[src/hdl/smas_pkg.sv]
// Shared types and constants for the stroke moving-average smoother.
`default_nettype none

package smas_pkg;

   localparam int DEF_MAX_HALF_WINDOW = 7;
   localparam int DEF_COORD_WIDTH     = 16;

   localparam int       HALF_WINDOW_W     = 3;
   localparam int       CSR_DATA_W        = 8;
   localparam logic [HALF_WINDOW_W-1:0] HALF_WINDOW_RESET = 3'd1;

   typedef enum logic [3:0] {
      ST_IDLE,
      ST_PLAN,
      ST_SUM,
      ST_DRAIN,
      ST_DIVX_GO,
      ST_DIVX_WAIT,
      ST_DIVY_GO,
      ST_DIVY_WAIT,
      ST_EMIT
   } state_type;

   typedef enum logic [1:0] {
      SRC_MEM,
      SRC_NEWEST,
      SRC_FIRST
   } src_type;

   typedef struct packed {
      logic req_ready;
      logic acc_clear;
      logic sum_issue;
      logic div_start;
      logic div_sel_y;
      logic emit;
   } ctrl_type;

endpackage

`default_nettype wire

[src/hdl/smas_div.sv]
// Iterative signed-by-unsigned divider, one quotient bit per cycle, truncating toward zero.
`default_nettype none

module smas_div #(
   parameter int SUM_W = 20,
   parameter int DIV_W = 5,
   parameter int QUO_W = 16
) (
   input  wire                     clock,
   input  wire                     reset,
   input  wire                     start,
   input  wire signed [SUM_W-1:0]  dividend,
   input  wire        [DIV_W-1:0]  divisor,
   output logic                    done,
   output logic signed [QUO_W-1:0] quotient
);

   localparam int CNT_W = $clog2(SUM_W + 1);

   logic               busy_ff, busy_in;
   logic               done_ff, done_in;
   logic [CNT_W-1:0]   cnt_ff, cnt_in;
   logic [SUM_W-1:0]   quo_ff, quo_in;
   logic [DIV_W-1:0]   rem_ff, rem_in;
   logic [DIV_W-1:0]   dsr_ff, dsr_in;
   logic               neg_ff, neg_in;
   logic [DIV_W:0]     trial;
   logic               fits;
   logic [SUM_W-1:0]   signed_quo;

   assign trial = {rem_ff, quo_ff[SUM_W-1]};
   assign fits  = (trial >= {1'b0, dsr_ff});

   always_comb begin
      busy_in = busy_ff;
      done_in = 1'b0;
      cnt_in  = cnt_ff;
      quo_in  = quo_ff;
      rem_in  = rem_ff;
      dsr_in  = dsr_ff;
      neg_in  = neg_ff;
      if (start) begin
         busy_in = 1'b1;
         cnt_in  = CNT_W'(SUM_W);
         neg_in  = dividend[SUM_W-1];
         quo_in  = dividend[SUM_W-1] ? (-dividend) : dividend;
         rem_in  = '0;
         dsr_in  = divisor;
      end else if (busy_ff) begin
         rem_in = fits ? DIV_W'(trial - {1'b0, dsr_ff}) : DIV_W'(trial);
         quo_in = {quo_ff[SUM_W-2:0], fits};
         cnt_in = cnt_ff - 1'b1;
         if (cnt_ff == CNT_W'(1)) begin
            busy_in = 1'b0;
            done_in = 1'b1;
         end
      end
   end

   always_ff @(posedge clock) begin
      if (reset) begin
         busy_ff <= 1'b0;
         done_ff <= 1'b0;
         cnt_ff  <= '0;
      end else begin
         busy_ff <= busy_in;
         done_ff <= done_in;
         cnt_ff  <= cnt_in;
      end
      quo_ff <= quo_in;
      rem_ff <= rem_in;
      dsr_ff <= dsr_in;
      neg_ff <= neg_in;
   end

   assign signed_quo = neg_ff ? (-quo_ff) : quo_ff;
   assign done       = done_ff;
   assign quotient   = signed_quo[QUO_W-1:0];

endmodule

`default_nettype wire

[src/hdl/stroke_moving_average_smoother.sv]
// Top level of the stroke moving-average smoother.
//
// Pen points enter on the req_ stream (x, y in tdata, pen flag in tuser,
// stroke end in tlast); smoothed points leave on the rsp_ stream in the same
// layout. csr_ writes the half window k (3 bits), latched at each stroke's
// first point and clamped to MAX_HALF_WINDOW.
// One request is taken at a time: req_tready is high only while idle.
// Each result sums its 2k+1 window terms, one history read per term, after
// a planning step for the first result of a request; then x and y take two
// passes through the shared divider of COORD_WIDTH+clog2(2*MAX_HALF_WINDOW+1)
// quotient bits, and the result is loaded into the output register.
// A request that owes no result returns the sequencer to idle after its
// planning step; a stroke end flushes up to k+1 results, oldest first.
// The output register holds a result until rsp_tready; a stalled receiver
// holds the sequencer before it loads the next result, while the input side
// keeps accepting once the sequencer is idle.
// Synchronous reset clears the stroke state and sets k to 1; the history
// memory needs no clearing since only points of the current stroke are read.
`default_nettype none

module stroke_moving_average_smoother
   import smas_pkg::*;
#(
   parameter int MAX_HALF_WINDOW = DEF_MAX_HALF_WINDOW,
   parameter int COORD_WIDTH     = DEF_COORD_WIDTH
) (
   input  wire                             clock,
   input  wire                             reset,
   // tdata: pos_x, pos_y
   input  wire                             req_tvalid,
   output logic                            req_tready,
   input  wire  [((2*COORD_WIDTH+7)/8)*8-1:0] req_tdata,
   // tuser: pen_is_down
   input  wire                             req_tuser,
   input  wire                             req_tlast,
   // tdata: smooth_x, smooth_y
   output logic                            rsp_tvalid,
   input  wire                             rsp_tready,
   output logic [((2*COORD_WIDTH+7)/8)*8-1:0] rsp_tdata,
   // tuser: out_pen_down
   output logic                            rsp_tuser,
   output logic                            rsp_tlast,
   // data: half_window
   input  wire                             csr_valid,
   output logic                            csr_ready,
   input  wire  [CSR_DATA_W-1:0]           csr_data
);

   localparam int DATA_W = ((2*COORD_WIDTH+7)/8)*8;
   localparam int DEPTH  = 2*MAX_HALF_WINDOW + 1;
   localparam int AW     = $clog2(DEPTH);
   localparam int SEEN_W = $clog2(DEPTH + 1);
   localparam int SUM_W  = COORD_WIDTH + $clog2(DEPTH);
   localparam int CW     = COORD_WIDTH;

   state_type state_ff, state_in;
   ctrl_type  ctrl;

   logic [HALF_WINDOW_W-1:0] half_window_ff;
   logic [AW-1:0]            k_clamped;
   logic [AW-1:0]            k_ff;
   logic                     pen_ff;
   logic signed [CW-1:0]     first_x_ff, first_y_ff;
   logic signed [CW-1:0]     new_x_ff, new_y_ff;
   logic [SEEN_W-1:0]        seen_ff, seen_in;
   logic [AW-1:0]            newest_idx_ff, newest_idx_in;
   logic [AW-1:0]            newest_addr_ff;
   logic [AW-1:0]            wptr_ff, wptr_in;
   logic                     end_ff;
   logic [AW-1:0]            m_ff, m_in;
   logic [AW-1:0]            t_ff, t_in;
   logic                     req_take;

   logic signed [CW-1:0]     in_x, in_y;

   logic [2*CW-1:0]          mem [DEPTH];
   logic [2*CW-1:0]          mem_q_ff;
   logic [AW-1:0]            rd_addr;
   logic [AW-1:0]            mk;
   logic signed [AW:0]       off_s;
   logic [AW-1:0]            off;
   logic [AW:0]              addr_diff;
   src_type                  src;
   src_type                  sel_ff;
   logic                     rd_valid_ff;

   logic signed [CW-1:0]     op_x, op_y;
   logic signed [SUM_W-1:0]  acc_x_ff, acc_y_ff;

   logic                     div_done;
   logic signed [CW-1:0]     div_q;
   logic signed [CW-1:0]     qx_ff;
   logic [AW:0]              divisor;

   logic                     rsp_valid_ff;
   logic signed [CW-1:0]     rsp_x_ff, rsp_y_ff;
   logic                     rsp_pen_ff, rsp_last_ff;
   logic                     rsp_free;
   logic                     last_term;

   assign in_x     = req_tdata[CW-1:0];
   assign in_y     = req_tdata[2*CW-1:CW];
   assign req_take = req_tvalid && ctrl.req_ready;
   assign rsp_free = !rsp_valid_ff || rsp_tready;
   assign last_term = (t_ff == AW'({k_ff, 1'b0}));

   assign k_clamped = (int'(half_window_ff) > MAX_HALF_WINDOW) ?
                      AW'(MAX_HALF_WINDOW) : AW'(half_window_ff);

   // next state
   always_comb begin
      state_in = state_ff;
      case (state_ff)
         ST_IDLE: begin
            if (req_tvalid) begin
               state_in = ST_PLAN;
            end
         end
         ST_PLAN: begin
            if (end_ff || (newest_idx_ff >= k_ff)) begin
               state_in = ST_SUM;
            end else begin
               state_in = ST_IDLE;
            end
         end
         ST_SUM: begin
            if (last_term) begin
               state_in = ST_DRAIN;
            end
         end
         ST_DRAIN:     state_in = ST_DIVX_GO;
         ST_DIVX_GO:   state_in = ST_DIVX_WAIT;
         ST_DIVX_WAIT: begin
            if (div_done) begin
               state_in = ST_DIVY_GO;
            end
         end
         ST_DIVY_GO:   state_in = ST_DIVY_WAIT;
         ST_DIVY_WAIT: begin
            if (div_done) begin
               state_in = ST_EMIT;
            end
         end
         ST_EMIT: begin
            if (rsp_free) begin
               if (end_ff && (m_ff != '0)) begin
                  state_in = ST_SUM;
               end else begin
                  state_in = ST_IDLE;
               end
            end
         end
         default:      state_in = ST_IDLE;
      endcase
   end

   // sequencer outputs
   always_comb begin
      ctrl = '0;
      case (state_ff)
         ST_IDLE:    ctrl.req_ready = 1'b1;
         ST_PLAN:    ctrl.acc_clear = 1'b1;
         ST_SUM:     ctrl.sum_issue = 1'b1;
         ST_DIVX_GO: ctrl.div_start = 1'b1;
         ST_DIVY_GO: begin
            ctrl.div_start = 1'b1;
            ctrl.div_sel_y = 1'b1;
         end
         ST_EMIT: begin
            ctrl.emit      = rsp_free;
            ctrl.acc_clear = rsp_free;
         end
         default:    ctrl = '0;
      endcase
   end

   // stroke bookkeeping
   always_comb begin
      seen_in       = seen_ff;
      newest_idx_in = newest_idx_ff;
      wptr_in       = wptr_ff;
      if (req_take) begin
         if (seen_ff == SEEN_W'(DEPTH)) begin
            newest_idx_in = AW'(DEPTH - 1);
         end else begin
            newest_idx_in = AW'(seen_ff);
            seen_in       = seen_ff + 1'b1;
         end
         if (req_tlast) begin
            seen_in = '0;
         end
         wptr_in = (wptr_ff == AW'(DEPTH - 1)) ? '0 : wptr_ff + 1'b1;
      end
   end

   always_comb begin
      m_in = m_ff;
      t_in = t_ff;
      if (state_ff == ST_PLAN) begin
         m_in = (end_ff && (newest_idx_ff < k_ff)) ? newest_idx_ff : k_ff;
      end else if (ctrl.emit) begin
         m_in = m_ff - 1'b1;
      end
      if (ctrl.acc_clear) begin
         t_in = '0;
      end else if (ctrl.sum_issue) begin
         t_in = t_ff + 1'b1;
      end
   end

   // window term selection
   assign mk        = m_ff + k_ff;
   assign off_s     = $signed({1'b0, mk}) - $signed({1'b0, t_ff});
   assign off       = off_s[AW-1:0];
   assign addr_diff = {1'b0, newest_addr_ff} - {1'b0, off};
   assign rd_addr   = addr_diff[AW] ? AW'(addr_diff + (AW+1)'(DEPTH)) : addr_diff[AW-1:0];

   always_comb begin
      if (off_s[AW]) begin
         src = SRC_NEWEST;
      end else if (off > newest_idx_ff) begin
         src = SRC_FIRST;
      end else begin
         src = SRC_MEM;
      end
   end

   always_comb begin
      case (sel_ff)
         SRC_NEWEST: begin
            op_x = new_x_ff;
            op_y = new_y_ff;
         end
         SRC_FIRST: begin
            op_x = first_x_ff;
            op_y = first_y_ff;
         end
         default: begin
            op_x = mem_q_ff[CW-1:0];
            op_y = mem_q_ff[2*CW-1:CW];
         end
      endcase
   end

   // history memory
   always_ff @(posedge clock) begin
      if (req_take) begin
         mem[wptr_ff] <= {in_y, in_x};
      end
      mem_q_ff <= mem[rd_addr];
   end

   always_ff @(posedge clock) begin
      if (reset) begin
         state_ff       <= ST_IDLE;
         half_window_ff <= HALF_WINDOW_RESET;
         seen_ff        <= '0;
         wptr_ff        <= '0;
         rd_valid_ff    <= 1'b0;
         rsp_valid_ff   <= 1'b0;
      end else begin
         state_ff    <= state_in;
         seen_ff     <= seen_in;
         wptr_ff     <= wptr_in;
         rd_valid_ff <= ctrl.sum_issue;
         if (csr_valid) begin
            half_window_ff <= csr_data[HALF_WINDOW_W-1:0];
         end
         if (ctrl.emit) begin
            rsp_valid_ff <= 1'b1;
         end else if (rsp_tready) begin
            rsp_valid_ff <= 1'b0;
         end
      end
   end

   always_ff @(posedge clock) begin
      newest_idx_ff <= newest_idx_in;
      m_ff          <= m_in;
      t_ff          <= t_in;
      sel_ff        <= src;
      if (req_take) begin
         newest_addr_ff <= wptr_ff;
         new_x_ff       <= in_x;
         new_y_ff       <= in_y;
         end_ff         <= req_tlast;
         if (seen_ff == '0) begin
            k_ff       <= k_clamped;
            pen_ff     <= req_tuser;
            first_x_ff <= in_x;
            first_y_ff <= in_y;
         end
      end
      if (ctrl.acc_clear) begin
         acc_x_ff <= '0;
         acc_y_ff <= '0;
      end else if (rd_valid_ff) begin
         acc_x_ff <= acc_x_ff + SUM_W'(op_x);
         acc_y_ff <= acc_y_ff + SUM_W'(op_y);
      end
      if ((state_ff == ST_DIVX_WAIT) && div_done) begin
         qx_ff <= div_q;
      end
      if (ctrl.emit) begin
         rsp_x_ff    <= qx_ff;
         rsp_y_ff    <= div_q;
         rsp_pen_ff  <= pen_ff;
         rsp_last_ff <= end_ff && (m_ff == '0);
      end
   end

   assign divisor = {k_ff, 1'b1};

   smas_div #(
      .SUM_W (SUM_W),
      .DIV_W (AW + 1),
      .QUO_W (CW)
   ) u_div (
      .clock    (clock),
      .reset    (reset),
      .start    (ctrl.div_start),
      .dividend (ctrl.div_sel_y ? acc_y_ff : acc_x_ff),
      .divisor  (divisor),
      .done     (div_done),
      .quotient (div_q)
   );

   assign req_tready = ctrl.req_ready;
   assign rsp_tvalid = rsp_valid_ff;
   assign rsp_tdata  = DATA_W'({rsp_y_ff, rsp_x_ff});
   assign rsp_tuser  = rsp_pen_ff;
   assign rsp_tlast  = rsp_last_ff;
   assign csr_ready  = 1'b1;

endmodule

`default_nettype wire

[config.mk]
export PLATFORM = sky130hd
export DESIGN_NAME = stroke_moving_average_smoother
export DESIGN_NICKNAME = d
export VERILOG_FILES = /design/src/hdl/smas_pkg.sv /design/src/hdl/smas_div.sv /design/src/hdl/stroke_moving_average_smoother.sv
export SDC_FILE = /design/constraint.sdc
export NUM_CORES = 1
export LEC_CHECK = 0
export BUFFER_PORTS_ARGS = -buffer_cell sky130_fd_sc_hd__buf_2
export CORE_MARGIN = 5
export CORE_UTILIZATION = 41
export DETAILED_ROUTE_END_ITERATION = 12
export PLACE_DENSITY_LB_ADDON = 0.15
export SYNTH_ARGS = -nofsm -noshare
export SYNTH_HDL_FRONTEND = slang
export SYNTH_HIERARCHICAL = 1
export SYNTH_SLANG_ARGS = --single-unit
export TNS_END_PERCENT = 100
[constraint.sdc]
create_clock -name clock -period 7.7 [get_ports clock]
set_clock_uncertainty 0.2 [all_clocks]
set_input_delay 2.31 -clock clock [delete_from_list [all_inputs] [get_ports clock]]
set_output_delay 2.31 -clock clock [all_outputs]
set_load 0.05 [all_outputs]
# Yosys cells after proc, flatten, opt, wreduce, memory -nomap -nowiden

Memories as Yosys holds them, arrays and structs flattened. A register that Yosys moved wholly into a read port is not among the register bits.
Cells that the tools add are included.

Memory bits (read-only): 0
Word-level logic and storage cells: 134
Latch bits: 0
Bits of input ports: 47
Bits in registers: 230
Memories kept: 1
Output and inout bits: 37
Bits in writable memories: 480

Shift-type cells: 0
Reduce and logical (&&, ||, !) cells: 21
Equal/unequal tests: 20
Order comparisons: 4
Div/mod/pow operators: 0
Bitwise operators: 1
Muxes and demuxes: 40
$add $sub $neg: 14
Multiply operators: 0

Memory list:

| memory | words | bits a word | rd ports | clocked after Yosys merged registers in | write ports | RTL line                             | text |
|---|---|---|---|---|---|---|---|
| mem    | 15    | 32          | 1        | 1                                       | 1           | stroke_moving_average_smoother.sv:76 | `logic [2*CW-1:0] mem [DEPTH];` |

Operator list:

| operator            | count |
|---|---|
| $mux 20             | 4 |
| $pmux 16 s2         | 2 |
| $mux 4              | 12 |
| $add 20x16->20      | 2 |
| $pmux 4 s9          | 1 |
| $neg 20->20         | 1 |
| $eq 4x3->1 const B  | 4 |
| $mux 16             | 1 |
| $neg 16->16         | 1 |
| $mux 5              | 3 |
| $mux 1              | 13 |
| $add 4x1->4 const B | 3 |
| $eq 4x4->1 const B  | 3 |
| $logic_not 4->1     | 3 |
| $sub 4x4->5         | 2 |
| $eq 4x2->1 const B  | 2 |
| $ne 2x2->1 const B  | 4 |
| $ge 6x4->1          | 1 |
| $mux 2              | 3 |
| $reduce_bool 2->1   | 3 |
| $eq 5x1->1 const B  | 1 |
| $logic_and 1x1->1   | 5 |
| $reduce_and 5->1    | 1 |
| $sub 5x1->5 const B | 1 |
| other kinds (20)    | 24 |

# Logic depth before layout (Yosys ltp)

Word-level depth: 6
Mapped depth: 20
Mapped depth without buffers: 16

# Modules after synthesis

Netlist, hierarchy kept.

Modules (own cells, without submodules):

| module                         | area each (µm²) | cells each | instances |
|---|---|---|---|
| stroke_moving_average_smoother | 29,156.7        | 1,889      | 1 |
| smas_div                       | 2,590.0         | 274        | 1 |

# Worst setup path after synthesis

Ideal clock, no wire load.

Path type: flip-flop to flip-flop
Start: register state_ff[0]
End: register first_x_ff[0], enable pin
Slack: 469 ps
Data arrival time: 6,499 ps
Buffers on the path: 1
Clock period less this slack: 7,231 ps
Library setup time: 532 ps
Required time: 6,968 ps
Cell stages (with the launch flop): 5
Cell sequence: dfxtp_1 -> clkbuf_1 -> nor4_1 -> nand2_1 -> nor4b_1

Longest elaborated chain between the ends: 4

RTL lines:

| item                       | RTL line                              | text |
|---|---|---|
| start, declared            | stroke_moving_average_smoother.sv:56  | `state_type state_ff, state_in;` |
| start signal, assigned     | stroke_moving_average_smoother.sv:262 | `state_ff <= state_in;` |
| $logic_not 4->1            | stroke_moving_average_smoother.sv:160 | `case (state_ff)` |
| $mux 1                     | stroke_moving_average_smoother.sv:160 |  |
| net req_tready             | stroke_moving_average_smoother.sv:31  | `output logic req_tready,` |
| $logic_and 1x1->1          | stroke_moving_average_smoother.sv:103 | `assign req_take = req_tvalid && ctrl.req_ready;` |
| $reduce_and 2->1 (no line) | --                                    |  |
| end signal, assigned       | stroke_moving_average_smoother.sv:290 | `first_x_ff <= in_x;` |
| end, declared              | stroke_moving_average_smoother.sv:63  | `logic signed [CW-1:0] first_x_ff, first_y_ff;` |

The timed path passes the listed nets, and every way through them passes these cells.
A chain may end at the register's enable or synchronous reset.

# Worst setup path in the final report

Start: register k_ff[0]
End: register mem_q_ff[9], read port of mem

Longest elaborated chain between the ends: 5

RTL lines:

| item                   | RTL line                              | text |
|---|---|---|
| start, declared        | stroke_moving_average_smoother.sv:61  | `logic [AW-1:0] k_ff;` |
| start signal, assigned | stroke_moving_average_smoother.sv:288 | `k_ff <= k_clamped;` |
| $add 4x3->4 (*)        | stroke_moving_average_smoother.sv:212 | `assign mk = m_ff + k_ff;` |
| $sub 4x4->5 (*)        | stroke_moving_average_smoother.sv:213 | `assign off_s = $signed({1'b0, mk}) - $signed({1'b0, t_ff});` |
| $sub 4x4->5 (*)        | stroke_moving_average_smoother.sv:215 | `assign addr_diff = {1'b0, newest_addr_ff} - {1'b0, off};` |
| $add 4x4->4            | stroke_moving_average_smoother.sv:216 | `assign rd_addr = addr_diff[AW] ? AW'(addr_diff + (AW+1)'(DEPTH)) : addr_diff[AW-1:0];` |
| $mux 4 (*)             | stroke_moving_average_smoother.sv:216 |  |
| end, declared          | stroke_moving_average_smoother.sv:77  | `logic [2*CW-1:0] mem_q_ff;` |

Mark *: on every way between the ends. The rest lies on a longest branch, timed or not.

==> flow_metrics.env <==
export IMPL_finalMaxSlewViolations=0
export IMPL_cts_tree="done"
export IMPL_cts_root_buf="clkbuf_16"
export IMPL_die_area_sq_um=83100
export IMPL_worst_skew_pair_late_latency_ns=0.63
export IMPL_critPathMaxFanout=41
export IMPL_synth_async_sr_flop_share_pct=0
export IMPL_overall_routed_net_length_microns=73660
export IMPL_hold_path_startpoint="qx_ff[6]"
export IMPL_finalHoldViolCount=0
export IMPL_fp_dieH_microns=288.3
export IMPL_yosysUniqueCellTypes=89
export IMPL_antenna_found_initial=1
export IMPL_layout_drive_gt1_share_pct=17.82
export IMPL_hpwlAfterDp_microns=44470
export IMPL_number_of_violations_of_the_max_capacitance_limit=0
export IMPL_reg2reg_setup_slack_ns=2.19
export IMPL_layout_cells_most_common_list="edfxtp_1 (637), nand2_1 (145), nor2_1 (131)"
export IMPL_postCtsResizedCells=0
export IMPL_antenna_left=0
export IMPL_end_kind="flop"
export IMPL_core_area_sq_um=77080
export IMPL_grt_start_max_net_pins=97
export IMPL_iteration_0_drc_markers=1576
export IMPL_rows=102
export IMPL_slew_limit_headroom_pct=30.06
export IMPL_drt_drc_violations_left=0
export IMPL_synth_area_sq_um=31750
export IMPL_arrival_ns=5.88
export IMPL_grt_setup_unrepaired="false"
export IMPL_ys_seq_area_share_pct=67.00
export IMPL_final_core_util_pct=46.92
export IMPL_synth_area_per_cell_sq_um=14.68
export IMPL_globalplace_congestion=0.8113
export IMPL_initial_core_util_pct=41.18
export IMPL_totalNegativeSetupSlack_ns=0
export IMPL_global_route_usage_total_pct=17.71
export IMPL_tritoncts_num_sinks=744
export IMPL_synthToLayoutAreaGrowth_pct=13.93
export IMPL_buffer_ports_inserted=77
export IMPL_cts_repair_timing_setup_buffer_count=0
export IMPL_post_synth_top_flop="edfxtp_1"
export IMPL_io_pins=84
export IMPL_ctsHtreeMaxLevel=3
export IMPL_die_x_microns=288.3
export IMPL_worst_ep_required_time_ns=8.07
export IMPL_layout_min_cycle_time_ns=5.514
export IMPL_drtPass1Iterations=5
export IMPL_worst_r2r_startpoint="k_ff[0]"
export IMPL_worst_setup_path_type="flop to flop"
export IMPL_max_clock_path_buffers=3
export IMPL_post_drt_via_cell_ratio=5.499
export IMPL_postCtsHoldBufs=0
export IMPL_route_detailed_wl_per_inst_microns=21.86
export IMPL_via_count_of_the_first_global_routing_pass=18630
export IMPL_tightest_slew_ns=1.042
export IMPL_clkTransAtPathRegs_ns=0.06
export IMPL_syn_inst=2163
export IMPL_grt_overflow_total=0
export IMPL_startpoint="k_ff[0]"
export IMPL_timing_critical_path_from_type="flop"
export IMPL_run_status="complete, no violations"
export IMPL_cts_buffers=81
export IMPL_layout_worst_path_cycle_share_pct=71.60
export IMPL_dr_total_vias=18530
export IMPL_wire_length_of_the_first_global_routing_pass_microns=112600
export IMPL_report_final_setup_viol=0
export IMPL_layout_cells_most_common="edfxtp_1"
export IMPL_final_nets=2385
export IMPL_synth_edff_count=637
export IMPL_maxClockFrequency_mhz=181.4
export IMPL_synth_seq_cells=744
export IMPL_yosys_warnings=6
export IMPL_timing_hold_worst_class="flop to flop"
-- worst max-delay path: stages (launching register included) --
cell	delay [ns]
edfxtp_1	0.50
ha_1	0.27
fa_1	0.52
inv_1	0.07
fa_1	0.53
inv_1	0.08
fa_1	0.51
buf_4	0.37
ha_1	0.23
nand2b_1	0.12
a21oi_1	0.28
o22a_2	0.63
buf_4	0.57
o21ai_0	0.18
a31oi_1	0.18
a211oi_1	0.07
nor2_1	0.12
-- layer usage --
metal	global-route usage, %	share of wire (%)	vias up
met2	30.22	50	428
met5	0	0	-
li1	-	-	8583
met4	4.812	2.3	0
met3	2.668	4.4	114
met1	23.85	43	9405
-- cell usage after synthesis (8+ instances only) --
cell type / number / area share, %
a211oi_1: 56 / 1.3
a21o_1: 16 / 0.38
a21oi_1: 87 / 1.4
a22oi_1: 33 / 0.78
a31oi_1: 35 / 0.69
and3_1: 10 / 0.20
buf_2: 15 / 0.24
buf_4: 8 / 0.19
clkbuf_1: 77 / 0.91
dfxtp_1: 107 / 6.7
edfxtp_1: 637 / 60
ha_1: 72 / 2.8
inv_1: 58 / 0.69
mux2_2: 26 / 0.92
mux2i_1: 49 / 1.5
mux4_2: 92 / 6.5
nand2_1: 145 / 1.7
nand2b_1: 22 / 0.43
nand3_1: 23 / 0.36
nand3b_1: 8 / 0.19
nor2_1: 145 / 1.7
nor2b_1: 18 / 0.35
nor3_1: 28 / 0.44
nor3b_1: 13 / 0.31
o21ai_0: 109 / 1.7
o21ai_1: 13 / 0.20
o22ai_1: 35 / 0.69
o31ai_1: 8 / 0.19
or3_1: 8 / 0.16
xnor2_1: 46 / 1.3
xor2_1: 29 / 0.80
-- final cells by class --
class / count / area, sq um
fillers: 6806 / 40910
flip-flops and latches: 744 / 21270
multi-input cells: 1250 / 9938
clock buffers: 115 / 2296
well taps: 1040 / 1301
repair buffers: 124 / 788.3
clock inverters: 37 / 350.3
inverters: 59 / 221.5
diodes: 1 / 2.502
-- final timing paths --
kind / cells past startpoint / endpoint
setup / recovery: 16 / mem_q_ff[9]
setup reg to reg: 16 / mem_q_ff[9]
hold / removal: 0 / rsp_x_ff[6]
hold reg to reg: 0 / rsp_x_ff[6]
-- cell families (layout without fill, tap and decap cells) --
group                    after synthesis  after routing  share of synthesized area [%]
buffers and inverters                170            335                          2.266
AO/OA/AOI/OAI                        455            455                          9.128
multiplexers                         168            168                          9.037
adder cells (fa/ha/maj)               78             78                          3.216
flip-flops                           744            744                          67.00
XOR/XNOR                              77             77                          2.207
AND/OR/NAND/NOR                      469            469                          7.122
other                                  2              4                        0.02366
-- through the flow --
stage,worst slack [ns],area (sq um),cells,hold WS (ns)
2_1_floorplan,0.4690,31750,2164,0.2003
3_3_place_gp,2.194,33520,3217,0.2018
3_5_place_dp,2.102,33520,3217,0.2045
4_1_cts,2.071,36170,3369,0.2150
5_1_grt,1.747,36170,3369,0.2228
6_report,2.186,36170,3370,0.2114
-- registers in the layout (all words and copies together), names as in the netlist, 3 cells and up --
| name | count |
|---|---|
| u_div/quo_ff | 20 |
| u_div/dsr_ff | 5 |
| acc_y_ff | 20 |
| first_x_ff | 16 |
| rsp_y_ff | 16 |
| rsp_x_ff | 16 |
| u_div/rem_ff | 5 |
| wptr_ff | 4 |
| state_ff | 4 |
| half_window_ff | 3 |
| mem_q_ff | 32 |
| new_x_ff | 16 |
| qx_ff | 16 |
| first_y_ff | 16 |
| t_ff | 4 |
| u_div/cnt_ff | 5 |
| seen_ff | 4 |
| new_y_ff | 16 |
| newest_idx_ff | 4 |
| k_ff | 3 |
| mem | 480 |
| m_ff | 4 |
| newest_addr_ff | 4 |
| acc_x_ff | 20 |
Power is left out: the tool's default activity adds up to more than one toggle a clock period on the data nets, which glitch-free logic cannot reach.
